**src/rtl/core/tslf_pkg.sv**
```systemverilog
// Package for the text stream line formatter: shared types, character codes,
// configuration register indexes and the per-byte expansion function.
// No dependencies.
`timescale 1ns / 1ps

package tslf_pkg;

    localparam int LINE_DIGITS_DEF = 6;

    localparam int CFG_IDX_W  = 3;
    localparam int CFG_DATA_W = 1;

    localparam logic [CFG_IDX_W-1:0] CFG_SQUEEZE_BLANK    = 3'd0;
    localparam logic [CFG_IDX_W-1:0] CFG_NUMBER_NONBLANK  = 3'd1;
    localparam logic [CFG_IDX_W-1:0] CFG_NUMBER_ALL       = 3'd2;
    localparam logic [CFG_IDX_W-1:0] CFG_SHOW_ENDS        = 3'd3;
    localparam logic [CFG_IDX_W-1:0] CFG_SHOW_TABS        = 3'd4;
    localparam logic [CFG_IDX_W-1:0] CFG_SHOW_NONPRINTING = 3'd5;

    localparam logic [7:0] CH_NL     = 8'd10;
    localparam logic [7:0] CH_TAB    = 8'd9;
    localparam logic [7:0] CH_SPACE  = 8'd32;
    localparam logic [7:0] CH_ZERO   = 8'd48;
    localparam logic [7:0] CH_DOLLAR = 8'd36;
    localparam logic [7:0] CH_CARET  = 8'd94;
    localparam logic [7:0] CH_M      = 8'd77;
    localparam logic [7:0] CH_DASH   = 8'd45;
    localparam logic [7:0] CH_QMARK  = 8'd63;
    localparam logic [7:0] CH_I      = 8'd73;
    localparam logic [7:0] CH_DEL    = 8'd127;
    localparam logic [7:0] CH_HI_LO  = 8'd128;
    localparam logic [7:0] CH_META   = 8'd160;
    localparam logic [7:0] CH_FF     = 8'd255;
    localparam logic [7:0] CTRL_OFS  = 8'd64;

    typedef struct packed {
        logic squeeze_blank;
        logic number_nonblank;
        logic number_all;
        logic show_ends;
        logic show_tabs;
        logic show_nonprinting;
    } t_cfg;

    // Expansion of the raw byte itself; the first byte sits in bytes[3].
    typedef struct packed {
        logic [2:0]      len;
        logic [3:0][7:0] bytes;
    } t_exp;

    // Control part of one item's output sequence (the digits travel apart).
    typedef struct packed {
        logic has_pfx;
        logic dollar;
        t_exp exp;
    } t_desc;

    function automatic t_exp f_expand(input logic [7:0] ch, input logic tabs,
                                      input logic np);
        t_exp e;
        e.len      = 3'd1;
        e.bytes    = '0;
        e.bytes[3] = ch;
        if (tabs && ch == CH_TAB) begin
            e.len   = 3'd2;
            e.bytes = {CH_CARET, CH_I, 16'h0000};
        end else if (np && ch < CH_SPACE && ch != CH_NL && ch != CH_TAB) begin
            e.len   = 3'd2;
            e.bytes = {CH_CARET, ch + CTRL_OFS, 16'h0000};
        end else if (np && ch == CH_DEL) begin
            e.len   = 3'd2;
            e.bytes = {CH_CARET, CH_QMARK, 16'h0000};
        end else if (np && ch >= CH_HI_LO && ch < CH_META) begin
            e.len   = 3'd4;
            e.bytes = {CH_M, CH_DASH, CH_CARET, ch - CTRL_OFS};
        end else if (np && ch >= CH_META && ch < CH_FF) begin
            e.len   = 3'd3;
            e.bytes = {CH_M, CH_DASH, ch - CH_HI_LO, 8'h00};
        end else if (np && ch == CH_FF) begin
            e.len   = 3'd4;
            e.bytes = {CH_M, CH_DASH, CH_CARET, CH_QMARK};
        end
        return e;
    endfunction

endpackage

```
**src/rtl/core/tslf_front.sv**
```systemverilog
// Front stage of the line formatter: line state (previous byte, BCD line
// counter, blank-line run) and the descriptor of each item's output.
// Depends on tslf_pkg.
`timescale 1ns / 1ps

module tslf_front #(
    parameter int LINE_DIGITS = tslf_pkg::LINE_DIGITS_DEF
) (
    input  logic                       i_clk,
    input  logic                       i_rst_n,
    input  tslf_pkg::t_cfg             i_cfg,
    input  logic                       i_accept,
    input  logic [7:0]                 i_in_byte,
    input  logic                       i_start_of_file,
    output logic                       o_load,
    output tslf_pkg::t_desc            o_desc,
    output logic [8*LINE_DIGITS-1:0]   o_pfx
);

    localparam int CW = 4 * LINE_DIGITS;
    localparam logic [CW-1:0] CNT_ONE = CW'(1);

    logic [7:0]    r_prev_byte;
    logic [CW-1:0] r_line_count;
    logic [1:0]    r_blank_run;

    logic [7:0]    eff_prev;
    logic [CW-1:0] eff_cnt;
    logic [1:0]    eff_blank;
    logic          prev_nl;
    logic          ch_nl;
    logic          sq_hit;
    logic [1:0]    n_blank_run;
    logic          drop;
    logic          do_num;
    logic          blank_pfx;
    logic [CW-1:0] cnt_inc;
    logic [LINE_DIGITS-1:0] nine;
    logic [LINE_DIGITS-1:0] below_nine;
    logic          full;

    assign eff_prev  = i_start_of_file ? tslf_pkg::CH_NL : r_prev_byte;
    assign eff_cnt   = i_start_of_file ? CNT_ONE : r_line_count;
    assign eff_blank = i_start_of_file ? 2'd0 : r_blank_run;
    assign prev_nl   = (eff_prev == tslf_pkg::CH_NL);
    assign ch_nl     = (i_in_byte == tslf_pkg::CH_NL);

    assign sq_hit      = i_cfg.squeeze_blank && prev_nl && ch_nl;
    assign n_blank_run = !sq_hit ? 2'd0 : ((eff_blank == 2'd3) ? 2'd3 : eff_blank + 2'd1);
    assign drop        = sq_hit && (n_blank_run > 2'd1);

    assign do_num = !drop && (i_cfg.number_nonblank ? (prev_nl && !ch_nl)
                                                    : (i_cfg.number_all && prev_nl));
    assign blank_pfx = !drop && i_cfg.show_ends && ch_nl && prev_nl
                       && i_cfg.number_nonblank;

    // Per-digit prefix characters and BCD increment.
    for (genvar i = 0; i < LINE_DIGITS; i++) begin : g_dig
        logic [3:0] d;
        logic       lead;
        assign d       = eff_cnt[4*i +: 4];
        assign nine[i] = (d == 4'd9);
        assign lead    = (eff_cnt[CW-1:4*i] == '0) && (i != 0);
        assign o_pfx[8*i +: 8] = (blank_pfx || lead) ? tslf_pkg::CH_SPACE
                                                     : (tslf_pkg::CH_ZERO | {4'h0, d});
        if (i == 0) begin : g_lsd
            assign below_nine[i] = 1'b1;
        end else begin : g_upper
            assign below_nine[i] = below_nine[i-1] && nine[i-1];
        end
        assign cnt_inc[4*i +: 4] = (full || !below_nine[i]) ? d
                                   : (nine[i] ? 4'd0 : d + 4'd1);
    end

    assign full = below_nine[LINE_DIGITS-1] && nine[LINE_DIGITS-1];

    assign o_load         = i_accept && !drop;
    assign o_desc.has_pfx = do_num || blank_pfx;
    assign o_desc.dollar  = i_cfg.show_ends && ch_nl;
    assign o_desc.exp     = tslf_pkg::f_expand(i_in_byte, i_cfg.show_tabs,
                                               i_cfg.show_nonprinting);

    always_ff @(posedge i_clk) begin
        if (!i_rst_n) begin
            r_prev_byte  <= tslf_pkg::CH_NL;
            r_line_count <= CNT_ONE;
            r_blank_run  <= 2'd0;
        end else if (i_accept) begin
            r_prev_byte  <= i_in_byte;
            r_line_count <= do_num ? cnt_inc : eff_cnt;
            r_blank_run  <= n_blank_run;
        end
    end

endmodule

```
**src/rtl/core/tslf_ser.sv**
```systemverilog
// Output serializer of the line formatter: holds one item's descriptor and
// shifts its bytes into the output register, one per cycle while unstalled.
// Depends on tslf_pkg.
`timescale 1ns / 1ps

module tslf_ser #(
    parameter int LINE_DIGITS = tslf_pkg::LINE_DIGITS_DEF
) (
    input  logic                     i_clk,
    input  logic                     i_rst_n,
    input  logic                     i_load,
    input  tslf_pkg::t_desc          i_desc,
    input  logic [8*LINE_DIGITS-1:0] i_pfx,
    input  logic                     i_stall,
    output logic                     o_ready,
    output logic                     o_valid,
    output logic [7:0]               o_out_byte,
    output logic                     o_last_of_run
);

    localparam int RW = $clog2(LINE_DIGITS + 2);
    localparam logic [RW-1:0] PFX_LEN = RW'(LINE_DIGITS + 1);

    logic                     r_d_valid;
    logic [RW-1:0]            r_rem_pfx;
    logic                     r_dollar;
    logic [2:0]               r_exp_left;
    logic [8*LINE_DIGITS-1:0] r_pfx;
    logic [3:0][7:0]          r_exp;
    logic                     r_o_valid;
    logic [7:0]               r_o_byte;
    logic                     r_o_last;

    logic       out_free;
    logic       move;
    logic       last;
    logic [7:0] cur_byte;

    assign out_free = !r_o_valid || !i_stall;
    assign move     = r_d_valid && out_free;
    assign last     = (r_rem_pfx == '0) && !r_dollar && (r_exp_left == 3'd1);
    assign o_ready  = !r_d_valid || (move && last);

    always_comb begin
        if (r_rem_pfx == RW'(1)) begin
            cur_byte = tslf_pkg::CH_TAB;
        end else if (r_rem_pfx != '0) begin
            cur_byte = r_pfx[8*LINE_DIGITS-1 -: 8];
        end else if (r_dollar) begin
            cur_byte = tslf_pkg::CH_DOLLAR;
        end else begin
            cur_byte = r_exp[3];
        end
    end

    always_ff @(posedge i_clk) begin
        if (!i_rst_n) begin
            r_d_valid  <= 1'b0;
            r_o_valid  <= 1'b0;
            r_rem_pfx  <= '0;
            r_dollar   <= 1'b0;
            r_exp_left <= 3'd0;
        end else begin
            if (move) begin
                r_o_valid <= 1'b1;
            end else if (out_free) begin
                r_o_valid <= 1'b0;
            end
            if (i_load) begin
                r_d_valid  <= 1'b1;
                r_rem_pfx  <= i_desc.has_pfx ? PFX_LEN : '0;
                r_dollar   <= i_desc.dollar;
                r_exp_left <= i_desc.exp.len;
            end else if (move) begin
                if (last) begin
                    r_d_valid <= 1'b0;
                end
                if (r_rem_pfx != '0) begin
                    r_rem_pfx <= r_rem_pfx - RW'(1);
                end else if (r_dollar) begin
                    r_dollar <= 1'b0;
                end else begin
                    r_exp_left <= r_exp_left - 3'd1;
                end
            end
        end
    end

    always_ff @(posedge i_clk) begin
        if (move) begin
            r_o_byte <= cur_byte;
            r_o_last <= last;
        end
        if (i_load) begin
            r_pfx <= i_pfx;
            r_exp <= i_desc.exp.bytes;
        end else if (move) begin
            if (r_rem_pfx > RW'(1)) begin
                r_pfx <= r_pfx << 8;
            end else if (r_rem_pfx == '0 && !r_dollar) begin
                r_exp <= {r_exp[2:0], 8'h00};
            end
        end
    end

    assign o_valid       = r_o_valid;
    assign o_out_byte    = r_o_byte;
    assign o_last_of_run = r_o_last;

    a_load_when_ready: assert property (@(posedge i_clk) disable iff (!i_rst_n)
        i_load |-> o_ready)
        else $error("descriptor loaded while the serializer is busy");

    a_exp_nonempty: assert property (@(posedge i_clk) disable iff (!i_rst_n)
        r_d_valid |-> (r_exp_left != 3'd0 && r_exp_left <= 3'd4))
        else $error("held item has no expansion bytes left");

    a_pfx_range: assert property (@(posedge i_clk) disable iff (!i_rst_n)
        r_rem_pfx <= PFX_LEN)
        else $error("prefix count out of range");

    a_last_frees: assert property (@(posedge i_clk) disable iff (!i_rst_n)
        (move && last && !i_load) |=> !r_d_valid && r_o_last)
        else $error("final byte of an item did not release the descriptor");

endmodule

```
**src/rtl/core/text_stream_line_formatter_unit.sv**
```systemverilog
// Top level of the text stream line formatter: configuration registers,
// front stage and output serializer. Depends on tslf_pkg, tslf_front, tslf_ser.
`timescale 1ns / 1ps

// The formatter takes one raw text byte per item and delivers its formatted
// expansion as a run of output items, the last one flagged by o_last_of_run.
// An input item is taken in the cycle it is offered as long as the output
// serializer is free or is handing over the final byte of the previous item,
// so the block sustains one input item per cycle for bytes that expand to one
// character when the output side does not stall. An item that expands to N
// characters (one to LINE_DIGITS+5, e.g. a line number prefix plus "M-^?")
// occupies the serializer until its last character is placed, one character
// per cycle into the output register while the output side does not stall;
// the input stall then holds off the next item. A squeezed blank line produces
// no output. An accepted item is registered in the serializer before its
// first byte moves to the output register. Configuration registers are
// written through i_cfg_we/i_cfg_idx/i_cfg_data and should only change while
// no item is in flight; i_start_of_file resets the line state before its byte.

module text_stream_line_formatter_unit #(
    parameter int LINE_DIGITS = tslf_pkg::LINE_DIGITS_DEF
) (
    input  logic                           i_clk,
    input  logic                           i_rst_n,
    input  logic                           i_cfg_we,
    input  logic [tslf_pkg::CFG_IDX_W-1:0] i_cfg_idx,
    input  logic [tslf_pkg::CFG_DATA_W-1:0] i_cfg_data,
    input  logic                           i_valid,
    output logic                           o_stall,
    input  logic [7:0]                     i_in_byte,
    input  logic                           i_start_of_file,
    output logic                           o_valid,
    input  logic                           i_stall,
    output logic [7:0]                     o_out_byte,
    output logic                           o_last_of_run
);

    tslf_pkg::t_cfg           r_cfg;
    tslf_pkg::t_desc          desc;
    logic [8*LINE_DIGITS-1:0] pfx;
    logic                     ser_ready;
    logic                     accept;
    logic                     load;

    // Writes to indexes beyond the register list are ignored.
    always_ff @(posedge i_clk) begin
        if (!i_rst_n) begin
            r_cfg <= '0;
        end else if (i_cfg_we) begin
            unique case (i_cfg_idx)
                tslf_pkg::CFG_SQUEEZE_BLANK:    r_cfg.squeeze_blank    <= i_cfg_data[0];
                tslf_pkg::CFG_NUMBER_NONBLANK:  r_cfg.number_nonblank  <= i_cfg_data[0];
                tslf_pkg::CFG_NUMBER_ALL:       r_cfg.number_all       <= i_cfg_data[0];
                tslf_pkg::CFG_SHOW_ENDS:        r_cfg.show_ends        <= i_cfg_data[0];
                tslf_pkg::CFG_SHOW_TABS:        r_cfg.show_tabs        <= i_cfg_data[0];
                tslf_pkg::CFG_SHOW_NONPRINTING: r_cfg.show_nonprinting <= i_cfg_data[0];
                default: begin
                end
            endcase
        end
    end

    // The input is held off only while the serializer still owes bytes of
    // an earlier item beyond the one it moves out this cycle.
    assign accept  = i_valid && ser_ready;
    assign o_stall = !ser_ready;

    tslf_front #(
        .LINE_DIGITS (LINE_DIGITS)
    ) u_front (
        .i_clk           (i_clk),
        .i_rst_n         (i_rst_n),
        .i_cfg           (r_cfg),
        .i_accept        (accept),
        .i_in_byte       (i_in_byte),
        .i_start_of_file (i_start_of_file),
        .o_load          (load),
        .o_desc          (desc),
        .o_pfx           (pfx)
    );

    tslf_ser #(
        .LINE_DIGITS (LINE_DIGITS)
    ) u_ser (
        .i_clk         (i_clk),
        .i_rst_n       (i_rst_n),
        .i_load        (load),
        .i_desc        (desc),
        .i_pfx         (pfx),
        .i_stall       (i_stall),
        .o_ready       (ser_ready),
        .o_valid       (o_valid),
        .o_out_byte    (o_out_byte),
        .o_last_of_run (o_last_of_run)
    );

endmodule
```
**config.mk**
```make
export PLATFORM = sky130hd
export DESIGN_NAME = text_stream_line_formatter_unit
export DESIGN_NICKNAME = d
export VERILOG_FILES = /design/src/rtl/core/tslf_pkg.sv /design/src/rtl/core/tslf_front.sv /design/src/rtl/core/tslf_ser.sv /design/src/rtl/core/text_stream_line_formatter_unit.sv
export SDC_FILE = /design/constraint.sdc
export NUM_CORES = 1
export LEC_CHECK = 0
export BUFFER_PORTS_ARGS = -buffer_cell sky130_fd_sc_hd__buf_2
export CORE_MARGIN = 4
export CORE_UTILIZATION = 57
export CTS_BUF_LIST = sky130_fd_sc_hd__clkbuf_4 sky130_fd_sc_hd__clkbuf_8
export DETAILED_ROUTE_END_ITERATION = 10
export PLACE_DENSITY = 0.71
export SLEW_MARGIN = 20
export SYNTH_ARGS = -nofsm -noshare
export SYNTH_HDL_FRONTEND = slang
export SYNTH_HIERARCHICAL = 1
export SYNTH_SLANG_ARGS = --single-unit
```
**constraint.sdc**
```tcl
create_clock -name i_clk -period 10.9 [get_ports i_clk]
set_clock_uncertainty 0.1 [all_clocks]
set_input_delay 0.545 -clock i_clk [delete_from_list [all_inputs] [get_ports i_clk]]
set_output_delay 0.545 -clock i_clk [all_outputs]
set_load 0.005 [all_outputs]
```
==> impl_metrics.toml, run 1 <==
[placed_design]
globalplace.congestion = 0.8589
place_area_um2 = 7677
place_ws_ns = 5.790
dpl.hpwl_um = 10580
io_buffers = 28

[logic_synthesis]
async_reset_ff_frac = 0
yosysUniqueCellTypes = 79
ys_warn_count = 6
syn_area_per_cell_um2 = 10.69
yosys_most_used_dff = "edfxtp_1"
syn_inst = 704
syn_area_um2 = 7523
synth_commonest_cells = "edfxtp_1 (89), mux2_2 (65), dfxtp_1 (49)"
netlist_top_cells_area = "edfxtp_1 (36%), dfxtp_1 (13%), mux2_2 (9.7%)"
yosysMostFrequentCell = "edfxtp_1"
synth_top_area_frac = 0.3552
synth_edf_count = 89
ys_ff_latch = 138
synth_area_leader_cell = "edfxtp_1"
ys_seq_area_frac = 0.4856

[power_and_ir_drop]
combPwrFrac = 0.120
switchingPower_uw = 297.3
p_per_area_nw_per_um2 = 156.6
p_sw_frac = 0.2332
internal-power_uw = 977.7
pwr-share-seq = 0.503
power_frac_clock = 0.377
ir_drop_uv = 80.42
cellLeakagePower_uw = 0.003077

[worst_setup_path]
critPathSlowestCell = "and2_1"
cp_top_family = "simple AND/OR/NAND/NOR gates"
r2r_slack_ns = 6.05
cp_max_fo = 52
arrival_ns = 4.94
reg2regPathDepth = 11
cp_cell_sequence = "inv_1, ha_1, or3b_1, nor3b_2, a21bo_2, and2_1, inv_1, nor2_4, buf_4, buf_4, mux2_2"
slowest_delay_ns = 0.83
r2r-start = "u_ser/r_rem_pfx[0]$_SDFFE_PN0P_"
crit_type = "reg -> reg"
worst-path-buf-inv = 4
required_ns = 10.99
end_kind = "flip-flop"
worstReg2RegEnd = "u_ser/r_pfx[9]$_DFFE_PP_"
cp-start-kind = "flip-flop"

[timing]
fin_crit_ns = 4.849
holdWs_ns = 0.2807
final_hold_viol_count = 0
slew_headroom = 0.2986
fin_tns_setup_ns = 0
layout_setup_ws_ns = 6.051
clock.fmax_mhz = 206.2
maxSlewViolCount = 0
finalSetupViolCount = 0
rsz0062_at_grt = "no"
post-route-period-util = 0.4449
worstMarginPinSlew_ns = 1.052

[route]
postRouteWirelength_um = 15450
post_drt_via_cell_ratio = 6.014
ant_nets = 0
drcViolationCount = 0
drtPass1Iterations = 6
drt-initial-drc-count = 499
wire_per_inst_um = 17.21
vias = 5401

[clock_network]
cts_buffer_depth = 2
clk_pin_slew_ns = 0.07
cts-buffers-inserted = 17
hold_buffers = 0
cts_tree = "yes"
cts_resized = 0
h-tree-depth = 4
cts_setup_buffers = 0
cts_sinks = 138
clk_latency_ns = 0.44
cts_root_buffer = "clkbuf_8"

[grt]
grt_use_total = 0.2173
grt_pass1_wl_um = 25470
grt_max_degree = 53
antenna_found_initial = 0
first_global_vias = 5172
grt_overflow = 0

[layout]
nFillCells = 1056
stdcell_area_um2 = 8144
final_nets = 741
drive_gt1_frac = 0.2039
seq_area_um2 = 3654
area_growth_pct = 8.249
post-route-util = 0.6376
multi_input_area_um2 = 3546
n_antenna_cell = 0

[floorplanning]
fp.dieW_um = 122.9
initial_core_util = 0.5890
num_io_pins = 29
design.core.area_um2 = 12770
die-area_um2 = 15100
rows = 41
die_h_um = 122.9

[worst_hold_path]
min_path_cells = 3
min_to = "u_ser/o_valid$_SDFFE_PN0P_"
hp-start = "i_stall"
holdCritPathClass = "in -> reg"

[job]
max_cap_viol_count = 0

[status]
outcome = "finished, final reports clean"
power by group through the flow:
| stage | Sequential [uW] | Combinational, uW | Clock (uW) |
|---|---|---|---|
| after floorplan | 647 | 120 | 0 |
| after global placement | 652 | 148 | 0 |
| after detailed placement | 654 | 153 | 0 |
| after CTS | 642 | 153 | 490 |
| after global routing | 646 | 169 | 513 |
| final | 641 | 154 | 480 |
tightest hold or removal path: cells and delay by family:
kind                   cells  cell delay, ns
and+or+nand+nor            1            0.07
AOI/OAI and AO/OA          1            0.06
buffers and inverters      1            0.10
cell usage in the layout, fill, tap and decap left out, types with 7 or more instances in the layout:
cell type,n
a21oi_1,14
edfxtp_1,89
nand4_1,7
clkbuf_8,17
nand2b_1,8
mux2_2,65
a31oi_1,10
a21o_1,10
nand3_1,15
ha_1,9
and3_1,12
or3_1,7
mux2i_1,18
nor2_1,34
dfxtp_1,49
nand2_1,40
inv_1,28
buf_2,28
nor3_1,11
and2_1,40
conb_1,18
o21ai_0,32
nor2b_1,22
sequential cells by signal, summed over array words and instances, names as in the netlist:
| register | cells |
|---|---|
| r_cfg | 6 |
| u_front/r_blank_run | 2 |
| u_front/r_line_count | 24 |
| u_front/r_prev_byte | 8 |
| u_ser/o_last_of_run | 1 |
| u_ser/o_out_byte | 8 |
| u_ser/o_valid | 1 |
| u_ser/r_d_valid | 1 |
| u_ser/r_dollar | 1 |
| u_ser/r_exp | 32 |
| u_ser/r_exp_left | 3 |
| u_ser/r_pfx | 48 |
| u_ser/r_rem_pfx | 3 |
area by class of cell:
cell class / count / area share
clock buffer: 17 / 0.02873
clock inverter: 14 / 0.02796
inverter: 28 / 0.01291
multi-input combinational: 498 / 0.4354
sequential: 138 / 0.4486
tap: 172 / 0.02642
timing repair buffer: 31 / 0.01997
cells by family (layout without fill, tap and decap cells):
family,count (synthesis),after routing,share of synthesized area
fa+ha+maj,9,9,0.01497
simple gates,250,250,0.1951
compound gates,135,135,0.1246
mux,83,83,0.1212
xor+xnor,3,3,0.003493
other cells,2,18,0.0009982
buf+inv,84,90,0.05405
flops,138,138,0.4856
through the flow:
step	total power, uW	instances
after detailed placement	806.2	867
after floorplan	767.1	720
after global placement	799.8	867
after CTS	1285	898
after global routing	1329	898
final	1275	898
metal layers:
layer  wire length, um  share of wire  GRT usage
met1              7026           0.45     0.2897
met5                 0              0          0
met4               278          0.018    0.08328
met3               817          0.053    0.06083
met2              7331           0.47     0.3375
how the worst max path moves through the flow:
stage                                    startpoint                            to  slack (ns)  cells after the start
CTS                 u_ser/r_rem_pfx[0]$_SDFFE_PN0P_     u_ser/r_pfx[13]$_DFFE_PP_        5.79                     11
floorplan           u_ser/r_rem_pfx[0]$_SDFFE_PN0P_  u_ser/r_exp[0]$_SDFFCE_PN0P_        5.86                      4
detailed placement                          i_stall  u_ser/r_pfx[2]$_SDFFCE_PN0P_        5.79                     10
global route        u_ser/r_rem_pfx[0]$_SDFFE_PN0P_      u_ser/r_pfx[9]$_DFFE_PP_        5.74                     11
global placement                            i_stall  u_ser/r_pfx[1]$_SDFFCE_PN0P_        5.95                     10
finish              u_ser/r_rem_pfx[0]$_SDFFE_PN0P_      u_ser/r_pfx[9]$_DFFE_PP_        6.05                     11
No activity file was read; power rests on OpenSTA's default activity.
==> run 2: changes to the inputs <==
PLACE_DENSITY = 0.74   (was 0.71)
clock period = 4.43 ns   (was 10.9 ns; I/O delays follow)
==> impl_metrics.toml, run 2 (synthesized netlist as in run 1, its figures left out) <==
[status]
outcome = "finished, final reports clean"

[worst_setup_path]
r2r_slack_ns = 0.90
required_ns = 4.69
cp_max_fo = 22
cp-startpoint = "u_ser/r_rem_pfx[0]$_SDFFE_PN0P_"
worstReg2RegEnd = "u_front/r_line_count[7]$_SDFFE_PN0P_"
r2r-start = "u_ser/r_rem_pfx[0]$_SDFFE_PN0P_"
cp-start-kind = "flip-flop"
arrival_ns = 3.79
end_kind = "flip-flop"
reg2regPathDepth = 11
crit_end = "u_front/r_line_count[7]$_SDFFE_PN0P_"
crit_type = "reg -> reg"

[placed_design]
dpl.hpwl_um = 10760
globalplace.congestion = 0.9075
place_ws_ns = 0.9644
place_inst = 869
place_area_um2 = 7716
io_buffers = 28

[layout]
nFillCells = 1028
final_nets = 744
area_growth_pct = 8.847
n_antenna_cell = 0
largest_register = "u_ser/r_pfx"
final_cell_mix = "edfxtp_1 (89), mux2_2 (65), dfxtp_1 (49), and2_1 (40), nand2_1 (40)"
final_common_cell = "edfxtp_1"
largest_register_ffs = 48
drive_gt1_frac = 0.2027
stdcell_area_um2 = 8189
top_regs = "u_ser/r_pfx (48), u_ser/r_exp (32), u_front/r_line_count (24)"
fin_cells = 902

[floorplanning]
initial_core_util = 0.5890
die-area_um2 = 15100
die_h_um = 122.9
design.core.area_um2 = 12770
num_io_pins = 29
rows = 41
fp.dieW_um = 122.9

[grt]
grt_overflow = 0
first_global_vias = 5302
antenna_found_initial = 0
gr-usage-met2 = 0.3601
grt_use_total = 0.2236
grtUsageMet3 = 0.05622
grt.busiest_layer = "met2"
grt.met1_usage = 0.2939
grt_pass1_wl_um = 26330
grt_max_degree = 89

[clock_network]
cts_root_buffer = "clkbuf_8"
cts_resized = 0
cts_tree = "yes"
clk_latency_ns = 0.44
cts_buffer_depth = 2
cts_sinks = 138
h-tree-depth = 4
clk_pin_slew_ns = 0.08
hold_buffers = 1
cts_setup_buffers = 0
cts-buffers-inserted = 17

[job]
max_cap_viol_count = 0

[route]
ant_nets = 0
drt-initial-drc-count = 492
drcViolationCount = 0
wire_per_inst_um = 17.57
vias = 5437
postRouteWirelength_um = 15850
post_drt_via_cell_ratio = 6.028
drtPass1Iterations = 5

[power_and_ir_drop]
ir_drop_uv = 370.6
cellLeakagePower_uw = 0.003105
p_per_area_nw_per_um2 = 386.0

[timing]
slew_headroom = 0.4487
fin_tns_setup_ns = 0
clock.fmax_mhz = 283.0
maxSlewViolCount = 0
post-route-period-util = 0.7976
layout_setup_ws_ns = 0.8967
holdWs_ns = 0.03617
finalSetupViolCount = 0
worstMarginPinSlew_ns = 0.8251
final_hold_viol_count = 0
rsz0062_at_grt = "no"
fin_crit_ns = 3.533

[worst_hold_path]
holdCritPathClass = "in -> reg"
-- run 2: layout make-up --
type | instances | area (um2) | share of cell area
clock buffer | 17 | 234.0 | 0.02857
clock inverter | 15 | 229.0 | 0.02796
inverter | 28 | 105.1 | 0.01283
multi-input combinational | 498 | 3552 | 0.4338
sequential | 138 | 3654 | 0.4461
tap | 172 | 215.2 | 0.02628
timing repair buffer | 34 | 200.2 | 0.02445
-- run 2: worst min-delay path by stage --
stage	from	to	slack, ns	depth (start not counted)
2_1_floorplan	i_stall	u_ser/o_valid$_SDFFE_PN0P_	0.27	2
3_3_place_gp	u_front/r_prev_byte[1]$_SDFFE_PN1P_	u_front/r_prev_byte[1]$_SDFFE_PN1P_	0.35	2
3_5_place_dp	u_front/r_prev_byte[3]$_SDFFE_PN1P_	u_front/r_prev_byte[3]$_SDFFE_PN1P_	0.36	2
4_1_cts	i_cfg_we	r_cfg[0]$_SDFFE_PN0P_	0.002	3
5_1_grt	i_cfg_we	r_cfg[2]$_SDFFE_PN0P_	0.02	3
6_report	i_cfg_we	r_cfg[0]$_SDFFE_PN0P_	0.04	3
-- run 2: layer usage --
metal | vias to the layer above | part of all wire
li1 | 2607 | -
met1 | 2631 | 0.44
met2 | 175 | 0.49
met3 | 24 | 0.055
met4 | 0 | 0.016
met5 | - | 0
-- run 2: power breakdown --
group | switching, uW | leakage [uW] | total, uW | internal [uW]
registers | 46.3 | 0.00128 | 1580 | 1530
clock network | 481 | 0.000227 | 1200 | 717
logic | 223 | 0.00160 | 385 | 162
-- run 2: critical path, stage by stage (launching register included) --
cell      delay, ns
dfxtp_1        0.35
inv_1          0.09
ha_1           0.27
or3b_1         0.48
nor3b_2        0.32
a21bo_2        0.18
and2_1         0.15
buf_4          0.30
nand2_1        0.27
or2_2          0.41
or3_1          0.34
o211ai_1       0.18
-- run 2: stage by stage --
stage | total power (uW) | util
after floorplan | 1887 | -
after global routing | 3296 | 0.6411
final | 3161 | 0.6411
after global placement | 1968 | 0.6041
after CTS | 3185 | 0.6411
after detailed placement | 1988 | 0.6041
==> run 3: changes to the inputs <==
PLACE_DENSITY = 0.71   (was 0.74)
clock period = 3.3 ns   (was 4.43 ns; I/O delays follow)
==> impl_metrics.toml, run 3 (synthesized netlist as in run 1, its figures left out) <==
[status]
outcome = "finished, final reports clean"

[layout]
area_growth_pct = 11.48
largest_register = "u_ser/r_pfx"
final_cell_mix = "edfxtp_1 (89), mux2_2 (65), dfxtp_1 (49), and2_1 (40), nand2_1 (40)"
fin_cells = 930
final_nets = 772
largest_register_ffs = 48
n_antenna_cell = 0
drive_gt1_frac = 0.2150
top_regs = "u_ser/r_pfx (48), u_ser/r_exp (32), u_front/r_line_count (24)"
final_common_cell = "edfxtp_1"

[worst_setup_path]
cp_top_family = "simple AND/OR/NAND/NOR gates"
critPathMostFrequentCell = "inv_1"
arrival_ns = 3.18
end_kind = "flip-flop"
critPathSlowestCell = "or3b_1"
cp_cell_sequence = "inv_1, ha_1, or3b_1, nor3b_2, a21bo_2, and2_1, inv_1, nor2_4, inv_1, o41ai_4, buf_6"
required_ns = 3.32
worst-path-buf-inv = 4
cp_max_fo = 32
cp-start-kind = "flip-flop"
r2r-start = "u_ser/r_rem_pfx[0]$_SDFFE_PN0P_"
cp-startpoint = "u_ser/r_rem_pfx[0]$_SDFFE_PN0P_"
crit_type = "reg -> reg"
slowest_delay_ns = 0.45

[placed_design]
dpl.hpwl_um = 11090
place_inst = 878
place_ws_ns = 0.07092
globalplace.congestion = 0.9113
io_buffers = 28

[clock_network]
cts_tree = "yes"
cts_sinks = 138
cts_setup_buffers = 0
h-tree-depth = 4
clk_pin_slew_ns = 0.08
clk_latency_ns = 0.45
cts_buffer_depth = 2
cts-buffers-inserted = 17
cts_root_buffer = "clkbuf_8"

[route]
ant_nets = 0
postRouteWirelength_um = 16330
drcViolationCount = 0
post_drt_via_cell_ratio = 5.908
vias = 5494
drtPass1Iterations = 7
drt-initial-drc-count = 495
wire_per_inst_um = 17.55

[timing]
slew_headroom = 0.4823
rsz0062_at_grt = "yes"
worstMarginPinSlew_ns = 0.7749
post-route-period-util = 0.9592
layout_setup_ws_ns = 0.1348
maxSlewViolCount = 0
fin_crit_ns = 3.165
holdWs_ns = 0.05032
finalSetupViolCount = 0
clock.fmax_mhz = 315.9
fin_tns_setup_ns = 0
final_hold_viol_count = 0

[floorplanning]
die_h_um = 122.9
fp.dieW_um = 122.9
design.core.area_um2 = 12770
die-area_um2 = 15100
rows = 41
num_io_pins = 29
initial_core_util = 0.5890

[power_and_ir_drop]
ir_drop_uv = 246.1
cellLeakagePower_uw = 0.003213
p_per_area_nw_per_um2 = 476.0

[grt]
grt_max_degree = 49
grt_use_total = 0.2303
grt_overflow = 0
grt_pass1_wl_um = 26970
first_global_vias = 5434
antenna_found_initial = 0

[job]
max_cap_viol_count = 0

[worst_hold_path]
holdCritPathClass = "in -> reg"
hp-start = "i_in_byte[2]"
[run 3: worst paths after layout]
check,endpoint,depth (start not counted),slack [ns]
max,u_ser/r_exp[9]$_DFFE_PP_,11,0.13
max reg2reg,u_ser/r_exp[9]$_DFFE_PP_,11,0.13
min,u_front/r_prev_byte[2]$_SDFFE_PN0P_,3,0.05
min reg2reg,u_front/r_prev_byte[1]$_SDFFE_PN1P_,2,0.37
[run 3: layout make-up]
class                   count  area (um2)
fillers                   999        4387
multi-input cells         498        3568
clock inverters            13       117.6
repair buffers             62       465.4
flip-flops and latches    138        3654
clock buffers              19       261.5
well taps                 172       215.2
inverters                  28       105.1
[run 3: repair_timing]
| item | CTS | global route |
|---|---|---|
| endpoints found under the setup margin | 0 | 106 |
| resized for setup | 0 | 4 |
| endpoints found under the hold margin | 14 | 0 |
| hold buffers | 20 | 0 |
[run 3: report_power, final]
group	total, uW	switching, uW	internal, uW
clock	1330	685	640
combinational	550	308	242
sequential	2120	62.2	2060
total	3990	1060	2940
[run 3: metal layers]
metal  global-route usage  wire (um)  up-vias
li1                     -          -     2656
met1               0.3048       7218     2636
met2               0.3642       7882      177
met3              0.05438        916       25
met4              0.09447        307        0
met5                    0          0        -
[run 3: stage by stage]
| step | power, uW | instance area, um2 | util |
|---|---|---|---|
| after floorplan | 2533 | 7599 | - |
| after global placement | 2658 | 7789 | 0.6098 |
| after detailed placement | 2684 | 7789 | 0.6098 |
| after CTS | 4015 | 8368 | 0.6551 |
| after global routing | 4176 | 8387 | 0.6566 |
| final | 3992 | 8387 | 0.6566 |
[run 3: worst register-to-register path, cell delays in order (launching register included)]
cell,delay [ns]
dfxtp_1,0.35
inv_1,0.09
ha_1,0.18
or3b_1,0.45
nor3b_2,0.29
a21bo_2,0.18
and2_1,0.17
inv_1,0.09
nor2_4,0.26
inv_1,0.24
o41ai_4,0.10
buf_6,0.33
